`src/hdl/dsol_pkg.sv`:
```
`default_nettype none

package dsol_pkg;

  localparam int unsigned IdW  = 5;
  localparam int unsigned KeyW = 8;

  typedef enum logic [1:0] {
    OP_INSERT   = 2'd0,
    OP_REMOVE   = 2'd1,
    OP_REPOS    = 2'd2,
    OP_READ_OUT = 2'd3
  } opcode_e;

  typedef enum logic [1:0] {
    ST_OK      = 2'd0,
    ST_ABSENT  = 2'd1,
    ST_PRESENT = 2'd2,
    ST_EMPTY   = 2'd3
  } status_e;

  typedef struct packed {
    opcode_e          opcode;
    logic [IdW-1:0]   object_id;
    logic [KeyW-1:0]  depth_key;
  } in_item_t;

  typedef struct packed {
    logic [IdW-1:0]   result_object;
    logic [KeyW-1:0]  result_key;
    status_e          status;
    logic             last;
  } out_item_t;

  // Read address source for the link and key memories
  typedef enum logic [1:0] {
    RD_HOLD = 2'd0,
    RD_HEAD = 2'd1,
    RD_ID   = 2'd2,
    RD_NEXT = 2'd3
  } rd_sel_e;

  // Content loaded into the pending result
  typedef enum logic [2:0] {
    RES_ABSENT   = 3'd0,
    RES_EMPTY    = 3'd1,
    RES_DUP      = 3'd2,
    RES_REMOVED  = 3'd3,
    RES_INSERTED = 3'd4
  } res_sel_e;

  typedef enum logic {
    OUT_RES  = 1'b0,
    OUT_WALK = 1'b1
  } out_src_e;

  typedef struct packed {
    logic      load_in;
    rd_sel_e   rd_sel;
    logic      res_load;
    res_sel_e  res_sel;
    logic      out_load;
    out_src_e  out_src;
    logic      ins_write;
    logic      ins_link;
    logic      rem_unlink;
  } ctl_cmd_t;

  typedef struct packed {
    opcode_e  opcode;
    logic     id_ok;
    logic     in_list_hit;
    logic     count_zero;
    logic     walk_end;
    logic     key_ge;
    logic     cur_is_id;
    logic     is_last;
    logic     out_free;
  } dp_status_t;

endpackage

`default_nettype wire

```
`src/hdl/depth_sorted_object_list_unit.sv`:
```
`default_nettype none

// Channel  Signals                               Moves
// -------  ------------------------------------  ---------------------------------
// in       in_valid_i, in_ready_o, in_item_i     opcode, object_id, depth_key
// out      out_valid_o, out_ready_i, out_item_o  result_object, result_key, status,
//                                                last
//
// One command at a time; the list walk reads one entry per cycle from the link
// and key memories while it is not stalled. Reset clears the membership bits,
// head and count at once; links and keys need no clearing pass. The output
// register frees the input side while a result waits; a stalled read-out holds
// its walk position.

module depth_sorted_object_list_unit #(
  parameter int unsigned MAX_OBJECTS = 32
) (
  input  wire logic                clk_i,
  input  wire logic                rst_ni,
  input  wire logic                in_valid_i,
  output logic                     in_ready_o,
  input  wire dsol_pkg::in_item_t  in_item_i,
  output logic                     out_valid_o,
  input  wire logic                out_ready_i,
  output dsol_pkg::out_item_t      out_item_o
);

  dsol_pkg::ctl_cmd_t   cmd;
  dsol_pkg::dp_status_t status;

  dsol_ctrl u_ctrl (
    .clk_i      (clk_i),
    .rst_ni     (rst_ni),
    .in_valid_i (in_valid_i),
    .in_ready_o (in_ready_o),
    .status_i   (status),
    .cmd_o      (cmd)
  );

  dsol_dp #(
    .MAX_OBJECTS (MAX_OBJECTS)
  ) u_dp (
    .clk_i       (clk_i),
    .rst_ni      (rst_ni),
    .in_item_i   (in_item_i),
    .out_valid_o (out_valid_o),
    .out_ready_i (out_ready_i),
    .out_item_o  (out_item_o),
    .cmd_i       (cmd),
    .status_o    (status)
  );

  // One command in flight: no transfer in the cycle after one
  a_one_at_a_time: assert property (@(posedge clk_i) disable iff (!rst_ni)
    (in_valid_i && in_ready_o) |=> !in_ready_o)
    else $error("input taken while a command is in flight");

  // Never overwrite a result that waits on the output
  a_no_overwrite: assert property (@(posedge clk_i) disable iff (!rst_ni)
    cmd.out_load |-> status.out_free)
    else $error("output register overwritten");

  // Unlink only at the entry of the addressed object
  a_unlink_at_id: assert property (@(posedge clk_i) disable iff (!rst_ni)
    cmd.rem_unlink |-> status.cur_is_id)
    else $error("unlink at wrong entry");

  // Link in only an object that is not listed
  a_no_dup_link: assert property (@(posedge clk_i) disable iff (!rst_ni)
    cmd.ins_write |-> !status.in_list_hit)
    else $error("object linked in twice");

endmodule

`default_nettype wire

```
`src/hdl/dsol_ram.sv`:
```
`default_nettype none

module dsol_ram #(
  parameter int unsigned Width = 8,
  parameter int unsigned Depth = 32
) (
  input  wire logic                       clk_i,
  input  wire logic                       we_i,
  input  wire logic [$clog2(Depth)-1:0]   waddr_i,
  input  wire logic [Width-1:0]           wdata_i,
  input  wire logic [$clog2(Depth)-1:0]   raddr_i,
  output logic      [Width-1:0]           rdata_o
);

  logic [Width-1:0] mem_q [Depth];

  // Write port, registered read port
  always_ff @(posedge clk_i) begin
    if (we_i) begin
      mem_q[waddr_i] <= wdata_i;
    end
    rdata_o <= mem_q[raddr_i];
  end

endmodule

`default_nettype wire

```
`src/hdl/dsol_ctrl.sv`:
```
`default_nettype none

module dsol_ctrl (
  input  wire logic                 clk_i,
  input  wire logic                 rst_ni,
  input  wire logic                 in_valid_i,
  output logic                      in_ready_o,
  input  wire dsol_pkg::dp_status_t status_i,
  output dsol_pkg::ctl_cmd_t        cmd_o
);

  typedef enum logic [3:0] {
    S_IDLE,
    S_DECODE,
    S_DUP,
    S_REM_WALK,
    S_INS_START,
    S_INS_WALK,
    S_INS_LINK,
    S_RD_WALK,
    S_RESULT
  } state_e;

  state_e state_q, state_d;

  assign in_ready_o = (state_q == S_IDLE);

  // Decode the state into datapath commands and pick the next state
  always_comb begin
    cmd_o   = '0;
    state_d = state_q;
    case (state_q)
      S_IDLE: begin
        if (in_valid_i) begin
          cmd_o.load_in = 1'b1;
          state_d       = S_DECODE;
        end
      end
      S_DECODE: begin
        if (status_i.opcode == dsol_pkg::OP_READ_OUT) begin
          if (status_i.count_zero) begin
            cmd_o.res_load = 1'b1;
            cmd_o.res_sel  = dsol_pkg::RES_EMPTY;
            state_d        = S_RESULT;
          end else begin
            cmd_o.rd_sel = dsol_pkg::RD_HEAD;
            state_d      = S_RD_WALK;
          end
        end else if (!status_i.id_ok) begin
          cmd_o.res_load = 1'b1;
          cmd_o.res_sel  = dsol_pkg::RES_ABSENT;
          state_d        = S_RESULT;
        end else if (status_i.opcode == dsol_pkg::OP_INSERT) begin
          if (status_i.in_list_hit) begin
            cmd_o.rd_sel = dsol_pkg::RD_ID;
            state_d      = S_DUP;
          end else begin
            cmd_o.rd_sel = dsol_pkg::RD_HEAD;
            state_d      = S_INS_WALK;
          end
        end else if (status_i.opcode == dsol_pkg::OP_REMOVE) begin
          if (status_i.in_list_hit) begin
            cmd_o.rd_sel = dsol_pkg::RD_HEAD;
            state_d      = S_REM_WALK;
          end else begin
            cmd_o.res_load = 1'b1;
            cmd_o.res_sel  = dsol_pkg::RES_ABSENT;
            state_d        = S_RESULT;
          end
        end else begin
          // Reposition: unlink first when listed, then link in
          cmd_o.rd_sel = dsol_pkg::RD_HEAD;
          state_d      = status_i.in_list_hit ? S_REM_WALK : S_INS_WALK;
        end
      end
      S_DUP: begin
        cmd_o.res_load = 1'b1;
        cmd_o.res_sel  = dsol_pkg::RES_DUP;
        state_d        = S_RESULT;
      end
      S_REM_WALK: begin
        if (status_i.cur_is_id) begin
          cmd_o.rem_unlink = 1'b1;
          cmd_o.res_load   = 1'b1;
          cmd_o.res_sel    = dsol_pkg::RES_REMOVED;
          state_d = (status_i.opcode == dsol_pkg::OP_REMOVE) ? S_RESULT : S_INS_START;
        end else begin
          cmd_o.rd_sel = dsol_pkg::RD_NEXT;
        end
      end
      S_INS_START: begin
        cmd_o.rd_sel = dsol_pkg::RD_HEAD;
        state_d      = S_INS_WALK;
      end
      S_INS_WALK: begin
        if (status_i.walk_end || status_i.key_ge) begin
          cmd_o.ins_write = 1'b1;
          state_d         = S_INS_LINK;
        end else begin
          cmd_o.rd_sel = dsol_pkg::RD_NEXT;
        end
      end
      S_INS_LINK: begin
        cmd_o.ins_link = 1'b1;
        cmd_o.res_load = 1'b1;
        cmd_o.res_sel  = dsol_pkg::RES_INSERTED;
        state_d        = S_RESULT;
      end
      S_RD_WALK: begin
        // Emit one entry per free output slot, hold the read on a stall
        if (status_i.out_free) begin
          cmd_o.out_load = 1'b1;
          cmd_o.out_src  = dsol_pkg::OUT_WALK;
          if (status_i.is_last) begin
            state_d = S_IDLE;
          end else begin
            cmd_o.rd_sel = dsol_pkg::RD_NEXT;
          end
        end
      end
      S_RESULT: begin
        if (status_i.out_free) begin
          cmd_o.out_load = 1'b1;
          cmd_o.out_src  = dsol_pkg::OUT_RES;
          state_d        = S_IDLE;
        end
      end
      default: begin
        state_d = S_IDLE;
      end
    endcase
  end

  // Hold state
  always_ff @(posedge clk_i or negedge rst_ni) begin
    if (!rst_ni) begin
      state_q <= S_IDLE;
    end else begin
      state_q <= state_d;
    end
  end

endmodule

`default_nettype wire

```
`src/hdl/dsol_dp.sv`:
```
`default_nettype none

module dsol_dp #(
  parameter int unsigned MAX_OBJECTS = 32
) (
  input  wire logic                 clk_i,
  input  wire logic                 rst_ni,
  input  wire dsol_pkg::in_item_t   in_item_i,
  output logic                      out_valid_o,
  input  wire logic                 out_ready_i,
  output dsol_pkg::out_item_t       out_item_o,
  input  wire dsol_pkg::ctl_cmd_t   cmd_i,
  output dsol_pkg::dp_status_t      status_o
);

  localparam int unsigned IdxW = $clog2(MAX_OBJECTS);
  localparam int unsigned CntW = $clog2(MAX_OBJECTS + 1);

  dsol_pkg::in_item_t  in_q;
  dsol_pkg::out_item_t res_q, res_d;
  dsol_pkg::out_item_t out_q, out_d;
  logic                out_valid_q;

  logic                   was_q;
  logic [IdxW-1:0]        head_q, head_d;
  logic [CntW-1:0]        count_q, count_d;
  logic [MAX_OBJECTS-1:0] in_list_q, in_list_d;

  // Walker: cur_q is the address whose data the memories now show
  logic [IdxW-1:0] cur_q, cur_d;
  logic [IdxW-1:0] prev_q, prev_d;
  logic            has_prev_q, has_prev_d;
  logic [CntW-1:0] step_q, step_d;

  logic [IdxW-1:0]           idx;
  logic [dsol_pkg::KeyW-1:0] key_rd;
  logic [IdxW-1:0]           link_rd;
  logic                      link_we;
  logic [IdxW-1:0]           link_waddr;
  logic [IdxW-1:0]           link_wdata;
  logic                      out_free;
  logic                      is_last;

  assign idx      = IdxW'(in_q.object_id);
  assign out_free = !out_valid_q || out_ready_i;
  assign is_last  = (CntW'(step_q + 1'b1) == count_q);

  dsol_ram #(
    .Width (dsol_pkg::KeyW),
    .Depth (MAX_OBJECTS)
  ) u_key_ram (
    .clk_i   (clk_i),
    .we_i    (cmd_i.ins_write),
    .waddr_i (idx),
    .wdata_i (in_q.depth_key),
    .raddr_i (cur_d),
    .rdata_o (key_rd)
  );

  // Link writes: new entry's successor, predecessor on link-in or unlink
  assign link_we    = cmd_i.ins_write || ((cmd_i.ins_link || cmd_i.rem_unlink) && has_prev_q);
  assign link_waddr = cmd_i.ins_write ? idx : prev_q;
  assign link_wdata = cmd_i.ins_write ? cur_q : (cmd_i.ins_link ? idx : link_rd);

  dsol_ram #(
    .Width (IdxW),
    .Depth (MAX_OBJECTS)
  ) u_link_ram (
    .clk_i   (clk_i),
    .we_i    (link_we),
    .waddr_i (link_waddr),
    .wdata_i (link_wdata),
    .raddr_i (cur_d),
    .rdata_o (link_rd)
  );

  // Advance the walker
  always_comb begin
    cur_d      = cur_q;
    prev_d     = prev_q;
    has_prev_d = has_prev_q;
    step_d     = step_q;
    case (cmd_i.rd_sel)
      dsol_pkg::RD_HEAD: begin
        cur_d      = head_q;
        prev_d     = '0;
        has_prev_d = 1'b0;
        step_d     = '0;
      end
      dsol_pkg::RD_ID: begin
        cur_d = idx;
      end
      dsol_pkg::RD_NEXT: begin
        cur_d      = link_rd;
        prev_d     = cur_q;
        has_prev_d = 1'b1;
        step_d     = CntW'(step_q + 1'b1);
      end
      default: begin
        cur_d = cur_q;
      end
    endcase
  end

  // Update head, count and membership
  always_comb begin
    head_d    = head_q;
    count_d   = count_q;
    in_list_d = in_list_q;
    if (cmd_i.ins_write) begin
      in_list_d[idx] = 1'b1;
    end
    if (cmd_i.ins_link) begin
      count_d = CntW'(count_q + 1'b1);
      if (!has_prev_q) begin
        head_d = idx;
      end
    end
    if (cmd_i.rem_unlink) begin
      in_list_d[idx] = 1'b0;
      count_d        = CntW'(count_q - 1'b1);
      if (count_q == CntW'(1)) begin
        head_d = '0;
      end else if (!has_prev_q) begin
        head_d = link_rd;
      end
    end
  end

  // Build the pending single result
  always_comb begin
    res_d               = res_q;
    res_d.result_object = in_q.object_id;
    res_d.last          = 1'b1;
    case (cmd_i.res_sel)
      dsol_pkg::RES_ABSENT: begin
        res_d.result_key = '0;
        res_d.status     = dsol_pkg::ST_ABSENT;
      end
      dsol_pkg::RES_EMPTY: begin
        res_d.result_object = '0;
        res_d.result_key    = '0;
        res_d.status        = dsol_pkg::ST_EMPTY;
      end
      dsol_pkg::RES_DUP: begin
        res_d.result_key = key_rd;
        res_d.status     = dsol_pkg::ST_PRESENT;
      end
      dsol_pkg::RES_REMOVED: begin
        res_d.result_key = key_rd;
        res_d.status     = dsol_pkg::ST_OK;
      end
      dsol_pkg::RES_INSERTED: begin
        res_d.result_key = in_q.depth_key;
        res_d.status     = ((in_q.opcode == dsol_pkg::OP_REPOS) && !was_q) ?
                           dsol_pkg::ST_ABSENT : dsol_pkg::ST_OK;
      end
      default: begin
        res_d = res_q;
      end
    endcase
  end

  // Select the next output item
  always_comb begin
    if (cmd_i.out_src == dsol_pkg::OUT_WALK) begin
      out_d.result_object = dsol_pkg::IdW'(cur_q);
      out_d.result_key    = key_rd;
      out_d.status        = dsol_pkg::ST_OK;
      out_d.last          = is_last;
    end else begin
      out_d = res_q;
    end
  end

  // Hold control state
  always_ff @(posedge clk_i or negedge rst_ni) begin
    if (!rst_ni) begin
      was_q       <= 1'b0;
      head_q      <= '0;
      count_q     <= '0;
      in_list_q   <= '0;
      cur_q       <= '0;
      prev_q      <= '0;
      has_prev_q  <= 1'b0;
      step_q      <= '0;
      out_valid_q <= 1'b0;
    end else begin
      head_q     <= head_d;
      count_q    <= count_d;
      in_list_q  <= in_list_d;
      cur_q      <= cur_d;
      prev_q     <= prev_d;
      has_prev_q <= has_prev_d;
      step_q     <= step_d;
      if (cmd_i.load_in) begin
        was_q <= 1'b0;
      end else if (status_o.opcode == dsol_pkg::OP_REPOS && cmd_i.rem_unlink) begin
        was_q <= 1'b1;
      end
      if (cmd_i.out_load) begin
        out_valid_q <= 1'b1;
      end else if (out_ready_i) begin
        out_valid_q <= 1'b0;
      end
    end
  end

  // Hold payload registers
  always_ff @(posedge clk_i) begin
    if (cmd_i.load_in) begin
      in_q <= in_item_i;
    end
    if (cmd_i.res_load) begin
      res_q <= res_d;
    end
    if (cmd_i.out_load) begin
      out_q <= out_d;
    end
  end

  assign out_valid_o = out_valid_q;
  assign out_item_o  = out_q;

  assign status_o.opcode      = in_q.opcode;
  assign status_o.id_ok       = (int'(in_q.object_id) < MAX_OBJECTS);
  assign status_o.in_list_hit = in_list_q[idx];
  assign status_o.count_zero  = (count_q == '0);
  assign status_o.walk_end    = (step_q == count_q);
  assign status_o.key_ge      = (key_rd >= in_q.depth_key);
  assign status_o.cur_is_id   = (cur_q == idx);
  assign status_o.is_last     = is_last;
  assign status_o.out_free    = out_free;

endmodule

`default_nettype wire
```
`config.mk`:
```
export PLATFORM = sky130hd
export DESIGN_NAME = depth_sorted_object_list_unit
export DESIGN_NICKNAME = d
export VERILOG_FILES = /design/src/hdl/dsol_pkg.sv /design/src/hdl/depth_sorted_object_list_unit.sv /design/src/hdl/dsol_ram.sv /design/src/hdl/dsol_ctrl.sv /design/src/hdl/dsol_dp.sv
export SDC_FILE = /design/constraint.sdc
export NUM_CORES = 1
export LEC_CHECK = 0
export ABC_AREA = 1
export BUFFER_PORTS_ARGS = -buffer_cell sky130_fd_sc_hd__buf_2
export CORE_ASPECT_RATIO = 0.8
export CORE_MARGIN = 2
export CORE_UTILIZATION = 57
export CTS_CLUSTER_SIZE = 28
export DETAILED_ROUTE_END_ITERATION = 6
export PLACE_DENSITY = 0.76
export SKIP_CTS_REPAIR_TIMING = 1
export SYNTH_ARGS = -nofsm -noshare
export SYNTH_HDL_FRONTEND = slang
export SYNTH_SLANG_ARGS = --single-unit
```
`constraint.sdc`:
```
create_clock -name clk_i -period 4.4 [get_ports clk_i]
set_clock_uncertainty 0.2 [all_clocks]
set_input_delay 1.32 -clock clk_i [delete_from_list [all_inputs] [get_ports clk_i]]
set_output_delay 1.32 -clock clk_i [all_outputs]
set_load 0.01 [all_outputs]
```
Yosys cells after proc, flatten, opt, wreduce, memory -nomap -nowiden
Memory sizes are Yosys's and may differ from the RTL's. A register that Yosys moved wholly into a read port is not among the register bits.
Index checks and enable logic that the tools add are counted.
Widths: inputs -> output; s select.
- add/subtract/negate cells: 3
- multipliers: 0
- divide/modulo/power cells: 0
- $lt $le $gt $ge: 3
- eq/ne operators: 28
- shift-type cells: 0
- muxes and demuxes: 74
- bitwise logic cells: 3
- reductions and logical operators: 25
- operators by type and width (operator ; count):
    $mux 4 ; 17
    $mux 32 ; 2
    $pmux 10 s5 ; 1
    $mux 5 ; 8
    $and 32x32->32 ; 1
    $not 32->32 ; 1
    $or 32x32->32 ; 1
    $pmux 4 s8 ; 1
    $mux 1 ; 21
    $pmux 5 s2 ; 2
    $mux 6 ; 3
    $eq 4x3->1 const B ; 4
    $mux 16 ; 1
    $mux 2 ; 8
    $pmux 4 s4 ; 1
    $pmux 5 s3 ; 1
    $add 6x1->6 const B ; 2
    $eq 6x6->1 ; 2
    $pmux 6 s2 ; 1
    $pmux 2 s5 ; 1
    $reduce_bool 2->1 ; 5
    $eq 2x2->1 const B ; 4
    $eq 4x2->1 const B ; 2
    $ge 8x8->1 ; 1
    30 further kinds ; 45
- flip-flop bits (word level): 112
- latch bits: 0
- memory bits (writable): 416
- ROM bits: 0
- bits of input ports: 19
- output and inout bits: 18
- memories: 2
- memories (memory ; depth ; bits a word ; read ports ; clocked after Yosys merged registers in ; write ports ; RTL line ; text):
    u_dp.u_key_ram.mem_q ; 32 ; 8 ; 1 ; 1 ; 1 ; dsol_ram.sv:15 ; logic [Width-1:0] mem_q [Depth];
    u_dp.u_link_ram.mem_q ; 32 ; 5 ; 1 ; 1 ; 1 ; dsol_ram.sv:15 ;

Logic depth before layout (Yosys ltp)
- depth after elaboration: 11
- gate-level depth with buffers: 28
- mapped depth without buffers: 23

Modules after synthesis
A second synthesis with hierarchy kept.
- cells, all modules: 2289
- area total of the unflattened synthesis: 23795.3 sq um
- by module, submodules not included (module ; times used ; cells an instance ; area each (sq um) ; sequential area each (sq um)):
    dsol_ram at u_dp.u_key_ram ; 1 ; 922 ; 10786.6 ; 7847.5
    dsol_ram at u_dp.u_link_ram ; 1 ; 595 ; 6796.5 ; 4904.7
    dsol_dp ; 1 ; 672 ; 5637.9 ; 2932.8
    dsol_ctrl ; 1 ; 100 ; 574.3 ; 100.1

Worst setup path before layout
No wires, ideal clock.
- path type: register to register
- start: register u_dp.in_q[7] (netlist name)
- end: memory u_dp.u_link_ram.mem_q[0][0] (netlist name), data pin
- arrival: 3.531 ns
- slack: 0.215 ns
- cell stages (with the launch flop): 12
- path buffers: 3
- clock period less this slack: 4.185 ns
- cells stage by stage: edfxtp_1 inv_1 ha_1 nand2_1 nor2_1 nand4_1 nand3_1 nand2_1 clkbuf_1 clkbuf_1 clkbuf_1 o21ai_0
- cells in the longest elaborated chain, start to end: 5
- ends and longest elaborated chain (item ; RTL line ; text):
    start, declared ; dsol_dp.sv:19 ; dsol_pkg::in_item_t in_q;
    start signal, assigned ; dsol_dp.sv:212 ; in_q <= in_item_i;
    $ge 8x8->1 ; dsol_dp.sv:230 ; assign status_o.key_ge = (key_rd >= in_q.depth_key);
    $logic_or 1x1->1 ; dsol_ctrl.sv:96 ; if (status_i.walk_end || status_i.key_ge) begin
    $mux 1 ; dsol_ctrl.sv:96 ;
    $mux 1 ; dsol_ctrl.sv:32 ; case (state_q)
    $mux 5 ; dsol_dp.sv:63 ; assign link_wdata = cmd_i.ins_write ? cur_q : (cmd_i.ins_link ? idx : link_rd);
    named net u_dp.link_wdata[0] ; dsol_dp.sv:40 ; logic [IdxW-1:0] link_wdata;
    end, declared ; dsol_ram.sv:15 ;
The timed path passes the listed nets, and every way through them passes these cells.

Worst setup path after layout
- start: register u_dp.in_q[7] (netlist name)
- end: memory u_dp.u_link_ram.mem_q[24][4] (netlist name), enable pin
- cells in the longest elaborated chain, start to end: 7
- ends and longest elaborated chain (item ; RTL line ; text):
    $ge 8x8->1 * ; dsol_dp.sv:230 ;
    $logic_or 1x1->1 * ; dsol_ctrl.sv:96 ;
    $mux 1 * ; dsol_ctrl.sv:96 ;
    $mux 1 * ; dsol_ctrl.sv:32 ;
    $logic_or 1x1->1 ; dsol_dp.sv:61 ; assign link_we = cmd_i.ins_write || ((cmd_i.ins_link || cmd_i.rem_unlink) && has_prev_q);
    $mux 1 ; dsol_ram.sv:19 ; if (we_i) begin
    $mux 1 (implied by the code) ; dsol_ram.sv:20 ; mem_q[waddr_i] <= wdata_i;
Every way passes the cells marked *; elsewhere a longest branch is shown, timed or not.

==> results by group <==
Floorplan
  – Die area: 45600 sq um
  – Initial Util: 57.9%
  – I/O pin count: 37
  – Die Wd: 238 um
  – Rows: 68
  – Core Area: 43200 sq um
  – Die Y-Extent: 191 um

Setup path
  – Critical path, cell by cell: inv_1 -> ha_1 -> a21oi_1 -> o21ai_0 -> a21oi_1 -> nand3_1 -> nand2_1 -> buf_4 -> nand2_1 -> o21ai_0 -> nand2_1 -> nor2_1
  – Worst path required time: 4.44 ns
  – Reg2reg path depth: 12
  – R2R Path End: u_dp.u_link_ram.mem_q[24][4]
  – Slowest CP cell: edfxtp_1
  – Crit-path leading delay family: simple AND/OR/NAND/NOR gates
  – Most used cell, CP: nand2_1
  – CP Class: register to register
  – CP startpoint: u_dp.in_q[7]
  – CP Depth: 12
  – Critical R2R Launch: u_dp.in_q[7]
  – Maximum fanout along the worst path: 31
  – Max stage delay on crit path: 0.49 ns
  – Critical Path End: u_dp.u_link_ram.mem_q[24][4]
  – CP Buf/Inv Count: 2
  – Crit path capture type: register
  – Reg2reg setup slack: 0.17 ns
  – Worst Path Arrival: 4.27 ns
  – Worst setup SP type: register

Logic synthesis
  – XOR/XNOR Fraction of Synth Area: 0.490%
  – Mapped Cells: 2469
  – Synthesized flop and latch total: 541
  – Post-synthesis net count: 2500
  – Largest family of logic cells by synthesized area: simple AND/OR/NAND/NOR gates
  – Main area contributors after synthesis: edfxtp_1 (55%), nand3_1 (9.3%), nand2_1 (7.3%), dfrtp_1 (6.6%), inv_1 (5.6%)
  – Cell Area, Synth: 25000 sq um
  – Multiplexer area fraction after synthesis: 0%
  – Asr flop ratio synth: 12.2%
  – Synth top area share: 55.4%
  – Synthesized-area fraction occupied by adder cells: 0.600%
  – Post-Synth Simple-Gate Area: 23.9%
  – Synth area leader: edfxtp_1
  – Register area share after synthesis: 63.0%
  – Synthesized area per cell: 10.1 sq um
  – Compound-Gate Fraction of Synth Area: 3.06%
  – Distinct cells, synth: 42
  – Post-synth EDFFs: 462
  – Ys flop type: edfxtp_1
  – Yosys synthesis warning count: 0

CTS
  – Clock Pin Slew Worst Setup and Hold Paths: 0.06 ns
  – Clock tree sinks: 541
  – Clock Tree Buf Depth: 3
  – Inserted Clock Buffers: 51
  – Root Buffer: clkbuf_16
  – Worst-skew pair later-pin latency: 0.61 ns
  – # H-tree levels: 2
  – TritonCTS clock tree: yes

Routing
  – Vias per cell: 5.93
  – Post-Route WL: 66900 um
  – Vias: 18573
  – Post-DR wirelength/cell: 21.3 um
  – Number of antenna-violating nets in the routed design: 0
  – Drc violations: 0
  – Starting DRC count in detailed routing: 2414
  – 1st-pass router iterations: 6

STA
  – Minimum clock period: 4.23 ns
  – Number of hold violations in the final report: 0
  – Relative slew slack: 32.5%
  – Final setup fails: 0
  – Worst-Margin Slew: 1.00 ns
  – Pins Over Slew Limit: 0
  – Final Cycle Share: 96.1%
  – Setup TNS: 0 ns
  – Fmax: 0.236 GHz
  – RSZ-0062 raised after global routing: false

Worst hold path
  – Worst min-delay path category: register to register
  – Hold path depth: 1

Placement
  – I/O Buffers: 36
  – GPL Wtd Cong: 0.917
  – Post-DP HPWL: 42100 um

Global route
  – Total grt overflow: 0
  – Vias in the first global route: 17727
  – First-pass GRT wire length: 102000 um
  – Antenna violations before repair: 0
  – Total GRT Usage: 29.4%
  – Largest net degree at the start of global routing: 209

Layout
  – Layout net count: 2562
  – Area grow syn2layout: 10.9%
  – Ant diodes: 0
  – Share of cells above drive strength 1: 10.1%
  – Commonest cells after routing, fill and taps aside: nand2_1 (482), nand3_1 (465), edfxtp_1 (462), inv_1 (373), nand3b_1 (130)
  – Most common cell after layout, fill and taps aside: nand2_1

Run
  – MaxCap Viol Count: 0

Status
  – Status: finished clean
-- state kept, by name (all words and copies together), names as in the netlist --
| name | count |
|---|---|
| u_ctrl.state_q | 4 |
| u_dp.count_q | 6 |
| u_dp.cur_q | 5 |
| u_dp.has_prev_q | 1 |
| u_dp.head_q | 5 |
| u_dp.idx | 5 |
| u_dp.in_list_q | 32 |
| u_dp.in_q | 8 |
| u_dp.out_item_o | 16 |
| u_dp.out_valid_o | 1 |
| u_dp.prev_q | 5 |
| u_dp.res_q | 15 |
| u_dp.status_o | 2 |
| u_dp.step_q | 6 |
| u_dp.u_key_ram.mem_q | 256 |
| u_dp.u_key_ram.rdata_o | 8 |
| u_dp.u_link_ram.mem_q | 160 |
| u_dp.u_link_ram.rdata_o | 5 |
| u_dp.was_q | 1 |
-- cells by family (layout without fill, tap and decap cells) --
family	Yosys count	after routing
and+or+nand+nor	1252	1252
buffers and inverters	522	627
DFF	541	541
xor gates and xnor gates	14	14
adders and majority gates	12	12
AOI/OAI and AO/OA	128	128
-- routing by layer --
metal	global-route usage [%]	vias to the layer above	wire length, um
met2	44.7	1100	29900
met3	6.25	118	7840
met5	0	-	57
met4	9.90	2	1850
li1	-	8425	-
met1	42.4	8928	27300
-- cells in the mapped netlist (3+ instances only) --
cell type	instances
xor2_1	12
nor2_4	3
buf_1	5
inv_1	373
inv_2	9
dfxtp_1	13
o21ai_0	41
nand2_4	3
clkbuf_1	32
buf_6	20
ha_1	12
nand3_1	465
edfxtp_1	462
nor3_1	39
nand2_2	3
nand2_1	484
o211ai_1	6
nand3b_1	130
o22ai_1	19
a31oi_1	33
clkinv_1	5
nand4_1	5
buf_4	11
a21oi_1	19
nor3_2	6
nor2_2	3
dfrtp_1	66
buf_2	65
nor2_1	106
-- layout make-up --
class / count / area (sq um)
clock buffers: 73 / 1410
well taps: 560 / 701
multi-input cells: 1406 / 7080
flip-flops and latches: 541 / 15800
inverters: 389 / 1470
fillers: 3368 / 15500
clock inverters: 23 / 196
repair buffers: 142 / 1130
-- per-stage QoR --
stage | area [sq um] | hold WS [ns] | utilization, % | setup slack, ns | cells
finish | 27800 | 0.321 | 64.2 | 0.171 | 3134
global placement | 26100 | 0.295 | 60.5 | 0.219 | 3037
detailed placement | 26100 | 0.314 | 60.5 | 0.179 | 3037
global route | 27800 | 0.351 | 64.2 | 0.0261 | 3134
CTS | 27700 | 0.325 | 64.2 | 0.241 | 3133
floorplan | 25000 | 0.276 | - | 0.215 | 2469
-- worst min path at each step --
stage                                     from                 end  slack [ns]
floorplan           u_dp.u_link_ram.rdata_o[3]      u_dp.head_q[3]        0.28
global placement                 u_dp.res_q[2]  u_dp.out_item_o[2]        0.30
detailed placement             u_dp.count_q[5]     u_dp.count_q[5]        0.31
CTS                            u_dp.count_q[5]     u_dp.count_q[5]        0.33
global route                     u_dp.res_q[2]  u_dp.out_item_o[2]        0.35
finish                         u_dp.count_q[5]     u_dp.count_q[5]        0.32
Power is not shown: default switching activity piles up to over one toggle a cycle in this logic, so the estimate is an artifact.
